File: config.mk
export PLATFORM = sky130hd
export DESIGN_NAME = vpsf_cfg
export DESIGN_NICKNAME = d
export VERILOG_FILES = /design/src/rtl/core/vpsf_pkg.sv /design/src/rtl/core/vpsf_cfg.sv
export SDC_FILE = /design/constraint.sdc
export NUM_CORES = 1
export LEC_CHECK = 0
export ABC_CLOCK_PERIOD_IN_PS = 1000
export BUFFER_PORTS_ARGS = -buffer_cell sky130_fd_sc_hd__buf_2
export CAP_MARGIN = 10
export CORE_UTILIZATION = 50
export DETAILED_ROUTE_END_ITERATION = 6
export HOLD_SLACK_MARGIN = 0.1
export PLACE_DENSITY = 0.83
export SYNTH_ARGS = -nofsm -noshare
export SYNTH_HDL_FRONTEND = slang
export SYNTH_SLANG_ARGS = --single-unit
export TNS_END_PERCENT = 100
File: constraint.sdc
create_clock -name clk -period 1 [get_ports clk]
set_input_delay 0.2 -clock clk [delete_from_list [all_inputs] [get_ports clk]]
set_output_delay 0.2 -clock clk [all_outputs]
set_load 0.005 [all_outputs]
File: src/rtl/core/vpsf_pkg.sv
// Shared types and constants for the vertex projection snap filter.
// No dependencies; every other file of the block imports this package.
package vpsf_pkg;

	// Fixed point format and snap radius
	localparam int FRAC_BITS   = 12;
	localparam int SNAP_RADIUS = 10;
	localparam int ZOOM_FRAC   = 16;

	// Datapath widths
	localparam int COORD_W = 32;
	localparam int PIX_W   = 16;
	localparam int D_W     = COORD_W + 1;
	localparam int PROD_W  = 2 * D_W;
	localparam int S_W     = PROD_W - ZOOM_FRAC;
	localparam int SC_W    = PIX_W + FRAC_BITS;
	localparam int SUM_W   = ((S_W + 2 > SC_W) ? S_W + 2 : SC_W) + 1;
	localparam int DIFF_W  = ((COORD_W > SC_W) ? COORD_W : SC_W) + 1;
	localparam int DIST_W  = DIFF_W + 1;
	localparam logic [63:0] RADIUS_FX = 64'(SNAP_RADIUS) << FRAC_BITS;

	// Configuration register index
	localparam int CFG_IDX_W = 4;

	typedef enum logic [CFG_IDX_W-1:0] {
		REG_ZOOM          = 4'd0,
		REG_VIEW_CENTER_X = 4'd1,
		REG_VIEW_CENTER_Y = 4'd2,
		REG_VIEW_CENTER_Z = 4'd3,
		REG_SCREEN_CENTER = 4'd4,
		REG_PLANE         = 4'd5,
		REG_HEIGHT_FLOOR  = 4'd6,
		REG_POINTER_POS   = 4'd7
	} cfg_idx_t;

	// View plane codes
	typedef enum logic [2:0] {
		PLANE_PX  = 3'd0,
		PLANE_MX  = 3'd1,
		PLANE_PY  = 3'd2,
		PLANE_MY  = 3'd3,
		PLANE_PZ  = 3'd4,
		PLANE_MZ  = 3'd5,
		PLANE_ISO = 3'd6
	} plane_t;

	localparam logic [31:0] ZOOM_RESET = 32'h0001_0000;

	typedef struct packed {
		logic        [31:0] zoom;
		logic signed [31:0] view_center_x;
		logic signed [31:0] view_center_y;
		logic signed [31:0] view_center_z;
		logic        [31:0] screen_center;
		plane_t             plane;
		logic signed [31:0] height_floor;
		logic        [31:0] pointer_pos;
	} cfg_t;

	typedef struct packed {
		logic signed [31:0] vertex_x;
		logic signed [31:0] vertex_y;
		logic signed [31:0] vertex_z;
	} vertex_t;

	typedef struct packed {
		logic               hit;
		logic signed [31:0] screen_x;
		logic signed [31:0] screen_y;
	} result_t;

endpackage

File: src/rtl/core/vpsf_cfg.sv
// Configuration register file of the vertex projection snap filter.
// Depends on vpsf_pkg for the register index codes and the cfg_t bundle.
module vpsf_cfg (
	input  logic                          clk,
	input  logic                          arst_n,
	input  logic                          cfg_valid,
	output logic                          cfg_ready,
	input  logic [vpsf_pkg::CFG_IDX_W-1:0] cfg_index,
	input  logic [31:0]                   cfg_data,
	output vpsf_pkg::cfg_t                cfg
);
	import vpsf_pkg::*;

	cfg_t cfg_q;

	// Always take writes; the register file never stalls
	assign cfg_ready = 1'b1;
	assign cfg       = cfg_q;

	// Update the addressed register, drop writes beyond the list
	always_ff @(posedge clk or negedge arst_n) begin
		if (!arst_n) begin
			cfg_q.zoom          <= ZOOM_RESET;
			cfg_q.view_center_x <= '0;
			cfg_q.view_center_y <= '0;
			cfg_q.view_center_z <= '0;
			cfg_q.screen_center <= '0;
			cfg_q.plane         <= PLANE_PX;
			cfg_q.height_floor  <= '0;
			cfg_q.pointer_pos   <= '0;
		end else if (cfg_valid && cfg_ready) begin
			case (cfg_idx_t'(cfg_index))
				REG_ZOOM:          cfg_q.zoom          <= cfg_data;
				REG_VIEW_CENTER_X: cfg_q.view_center_x <= $signed(cfg_data);
				REG_VIEW_CENTER_Y: cfg_q.view_center_y <= $signed(cfg_data);
				REG_VIEW_CENTER_Z: cfg_q.view_center_z <= $signed(cfg_data);
				REG_SCREEN_CENTER: cfg_q.screen_center <= cfg_data;
				REG_PLANE:         cfg_q.plane         <= plane_t'(cfg_data[2:0]);
				REG_HEIGHT_FLOOR:  cfg_q.height_floor  <= $signed(cfg_data);
				REG_POINTER_POS:   cfg_q.pointer_pos   <= cfg_data;
				default: ;
			endcase
		end
	end

endmodule
==> flow_summary.rst <==
.. list-table::
   :header-rows: 1

   * - Metric
     - Value
   * - CTS H-tree depth
     - 1
   * - Multiplexer share of the synthesized area
     - 0.310
   * - Type of the worst setup path
     - reg2out
   * - Count of final max-slew check failures
     - 0
   * - Number of antenna diodes
     - 0
   * - Dominant register cell in the synthesized netlist
     - sky130_fd_sc_hd__dfrtp_1
   * - Library cell used as clock root buffer
     - sky130_fd_sc_hd__clkbuf_16
   * - Startpoint of the worst-slack reg-to-reg timing path
     - cfg[38]
   * - Kind of path behind the tightest hold check
     - in2reg
   * - Drt first pass iters
     - 4
   * - Post-layout min period
     - 1.33 ns
   * - Max Clock Skew
     - 0 ns
   * - CP Depth
     - 1
   * - Critical Path Start Type
     - flop
   * - Syn_area_per_cell
     - 17.5 um^2
   * - Top-Level Pins
     - 267
   * - Initial antenna violation count
     - 0
   * - CP Data Arrival Time
     - 1.13 ns
   * - Average routed wire per standard cell
     - 24.2 um
   * - Post-Synthesis Cells
     - 492
   * - Share of the yosys chip area belonging to registers
     - 0.661
   * - Post-detailed-routing wire length
     - 29.8 mm
   * - Share of synthesized cell area in and, or, nand and nor gates
     - 0.0111
   * - Fill cells
     - 796
   * - DIE WIDTH
     - 133 um
   * - Largest register FFs
     - 227
   * - Most frequent cells after synthesis
     - 226 x sky130_fd_sc_hd__dfrtp_1, 196 x sky130_fd_sc_hd__mux2_2, 30 x sky130_fd_sc_hd__mux2_4
   * - Synthesized Nets
     - 531
   * - Compound-Gate Fraction of Synth Area
     - 0
   * - Row count
     - 47
   * - Leading post-synthesis cells by cell area
     - sky130_fd_sc_hd__dfrtp_1 66%, sky130_fd_sc_hd__mux2_2 26%, sky130_fd_sc_hd__mux2_4 5.2%, sky130_fd_sc_hd__buf_2 0.93%, sky130_fd_sc_hd__buf_6 0.39%
   * - Type of element capturing the critical path
     - output pin
   * - PD cells
     - 2200 nW/um^2
   * - Setup tns final
     - -60.28 ns
   * - Clock insertion delay at the later pin of the skew report
     - 0.50 ns
   * - Post-synthesis cell area
     - 8600 um^2
   * - Hold slack
     - 0.110 ns
   * - Flip-flop and latch area
     - 5680 um^2
   * - Total of warnings raised by yosys
     - 0
   * - Clk pin slew, worst setup/hold paths
     - 0.06 ns
   * - Outcome
     - finished, violations left
   * - Endpoints failing setup
     - 392
   * - Area of the multi-input gates
     - 3200 um^2
   * - RD Place Congestion
     - 0.785
   * - Number of CTS-inserted buffers
     - 23
   * - Worst-case vdd ir drop
     - 1.62 mV
   * - CP Cell Sequence
     - buf_2
   * - Largest fanout of any net on the critical path
     - 2
   * - Vertical die dimension
     - 133 um
   * - Core footprint
     - 16700 um^2
   * - Filler-free cell count of the finished design
     - 1230
   * - Adder-cell share of the synthesized area
     - 0
   * - Clock buffer depth
     - 3
   * - Cell type contributing the most total cell area after synthesis
     - sky130_fd_sc_hd__dfrtp_1
   * - Maxcap violations
     - 0
   * - Layout overhead on the synthesized area
     - 59.2%
   * - Area of all placed cells without fillers
     - 13700 um^2
   * - Setup slack at placement
     - -0.619 ns
   * - Leak Pwr
     - 7.15 nW
   * - Antenna Violating Nets Remaining
     - 0
   * - Clock Sinks
     - 227
   * - Number of cell instances on the worst register-to-register path
     - 3
   * - Setup repair after global routing missed its margin
     - yes
   * - Area share of the leading cell type in the synthesized netlist
     - 0.657
   * - Maximum number of pins on one net before global-route repair
     - 36
   * - Instance area after placement
     - 10600 um^2
   * - Synth unique cells
     - 19
   * - Total gr overflow
     - 0
   * - Final worst-path setup slack
     - -0.334 ns
   * - Total of buffers placed on input and output ports
     - 265
   * - Global-route wire length before repair
     - 40.2 mm
   * - Number of placed cells counting well taps
     - 986
   * - CP Capture Point
     - cfg[211]
   * - Highest achievable clock rate
     - 0.750 GHz
   * - DRC violation count after routing
     - 0
   * - Family with the most delay on the worst path
     - flip-flops
   * - Initial core utilization
     - 0.515
   * - Worst-case register-to-register setup slack
     - -0.05 ns
   * - Register bit total from synthesis
     - 227
   * - Vias in the first global route
     - 6844
   * - Utilization after layout
     - 0.820
   * - Drt first-iter violations
     - 257
   * - Number of flops mapped to enable cells by yosys
     - 0
   * - Worst path slowest cell
     - sky130_fd_sc_hd__dfstp_2
   * - Proportion of register bits with asynchronous set or reset after synthesis
     - 1.00
   * - Required @ worst endpoint
     - 0.80 ns
   * - CTS tree
     - done
   * - Main combinational cell family by area after synthesis
     - multiplexers
   * - Post-detailed-placement half-perimeter wirelength
     - 15.0 mm
   * - End of the worst register-to-register path
     - cfg[38]
   * - XOR/XNOR share of the synthesized area
     - 0
   * - Violated checks
     - setup timing
   * - Maximum single-stage delay on the critical path
     - 0.54 ns
   * - Proportion of layout cells with a drive suffix above 1
     - 0.737
   * - GRT Total Usage
     - 0.298
   * - Total via count after detailed routing
     - 6543
   * - NumNets Final
     - 1033
   * - Total power after layout
     - 30.1 mW
   * - Worst setup startpoint
     - cfg[211]
   * - Final hold vios
     - 0
   * - Final worst path period share
     - 1.33
   * - Buffers & Inverters on Critical Path
     - 1
   * - Per-cell via count in the routed design
     - 5.32
   * - Most repeated cell in the gate-level netlist after synthesis
     - sky130_fd_sc_hd__dfrtp_1
   * - Overall die area
     - 17700 um^2
==> logic make-up (layout without fill, tap and decap cells) <==
| family | Yosys count | after routing |
|---|---|---|
| other cells | 1 | 1 |
| simple gates | 12 | 12 |
| mux | 227 | 227 |
| buf+inv | 25 | 543 |
| flops | 227 | 227 |
==> final cells by class <==
cell class,instances,share of cell area
sequential,227,0.415
clock inverter,8,0.00512
tap,220,0.0201
timing repair buffer,502,0.276
clock buffer,33,0.0499
multi-input combinational,240,0.234
==> worst min-delay path by stage <==
stage | to | cells past startpoint | from | slack, ns
5_1_grt | cfg[0] | 2 | cfg_data[0] | 0.11
6_report | cfg[32] | 2 | cfg_data[0] | 0.11
3_5_place_dp | cfg[131] | 1 | arst_n | 0.14
3_3_place_gp | cfg[126] | 1 | arst_n | 0.14
2_1_floorplan | cfg[0] | 0 | arst_n | -0.1
4_1_cts | cfg[32] | 2 | cfg_data[0] | 0.12
==> placed cells by master (no fill, tap or decap) <==
cell type                       Yosys  layout
sky130_fd_sc_hd__and3_4             0       1
sky130_fd_sc_hd__buf_12             0      21
sky130_fd_sc_hd__buf_16             0       6
sky130_fd_sc_hd__buf_2             16     259
sky130_fd_sc_hd__buf_4              4     152
sky130_fd_sc_hd__buf_6              3      24
sky130_fd_sc_hd__buf_8              0       2
sky130_fd_sc_hd__bufinv_16          0       1
sky130_fd_sc_hd__clkbuf_1           1       3
sky130_fd_sc_hd__clkbuf_16          0      28
sky130_fd_sc_hd__clkbuf_8           0       8
sky130_fd_sc_hd__clkinv_2           0       5
sky130_fd_sc_hd__clkinvlp_4         0       2
sky130_fd_sc_hd__conb_1             1       1
sky130_fd_sc_hd__dfrtp_1          226     226
sky130_fd_sc_hd__dfstp_2            1       1
sky130_fd_sc_hd__dlygate4sd3_1      0      32
sky130_fd_sc_hd__mux2_2           196      92
sky130_fd_sc_hd__mux2_4            30     135
sky130_fd_sc_hd__nand2_1            2       1
sky130_fd_sc_hd__nand2_2            0       1
sky130_fd_sc_hd__nand3b_1           2       2
sky130_fd_sc_hd__nand3b_4           1       1
sky130_fd_sc_hd__nor2_1             2       1
sky130_fd_sc_hd__nor2_4             0       1
sky130_fd_sc_hd__nor3b_2            2       1
sky130_fd_sc_hd__nor3b_4            0       2
sky130_fd_sc_hd__or3_4              0       1
==> metal layers <==
layer  track usage  part of all wire  vias up
li1              -                 -     2743
met1         0.373              0.38     3378
met2         0.520              0.51      328
met3        0.0643             0.069       94
met4        0.0878             0.040        0
met5             0                 0        -
==> where the power goes <==
part,internal [mW],switching [mW]
Sequential,11.3,1.37
Clock,5.00,3.57
Combinational,5.62,3.17
==> repair_timing <==
item	CTS	global route
gates cloned	9	6
hold buffers	32	0
endpoints found under the hold margin	443	0
pin swaps	4	3
resized for setup	102	30
setup buffers	80	85
setup endpoints to repair	374	355
(Power assumes the default switching activity.)
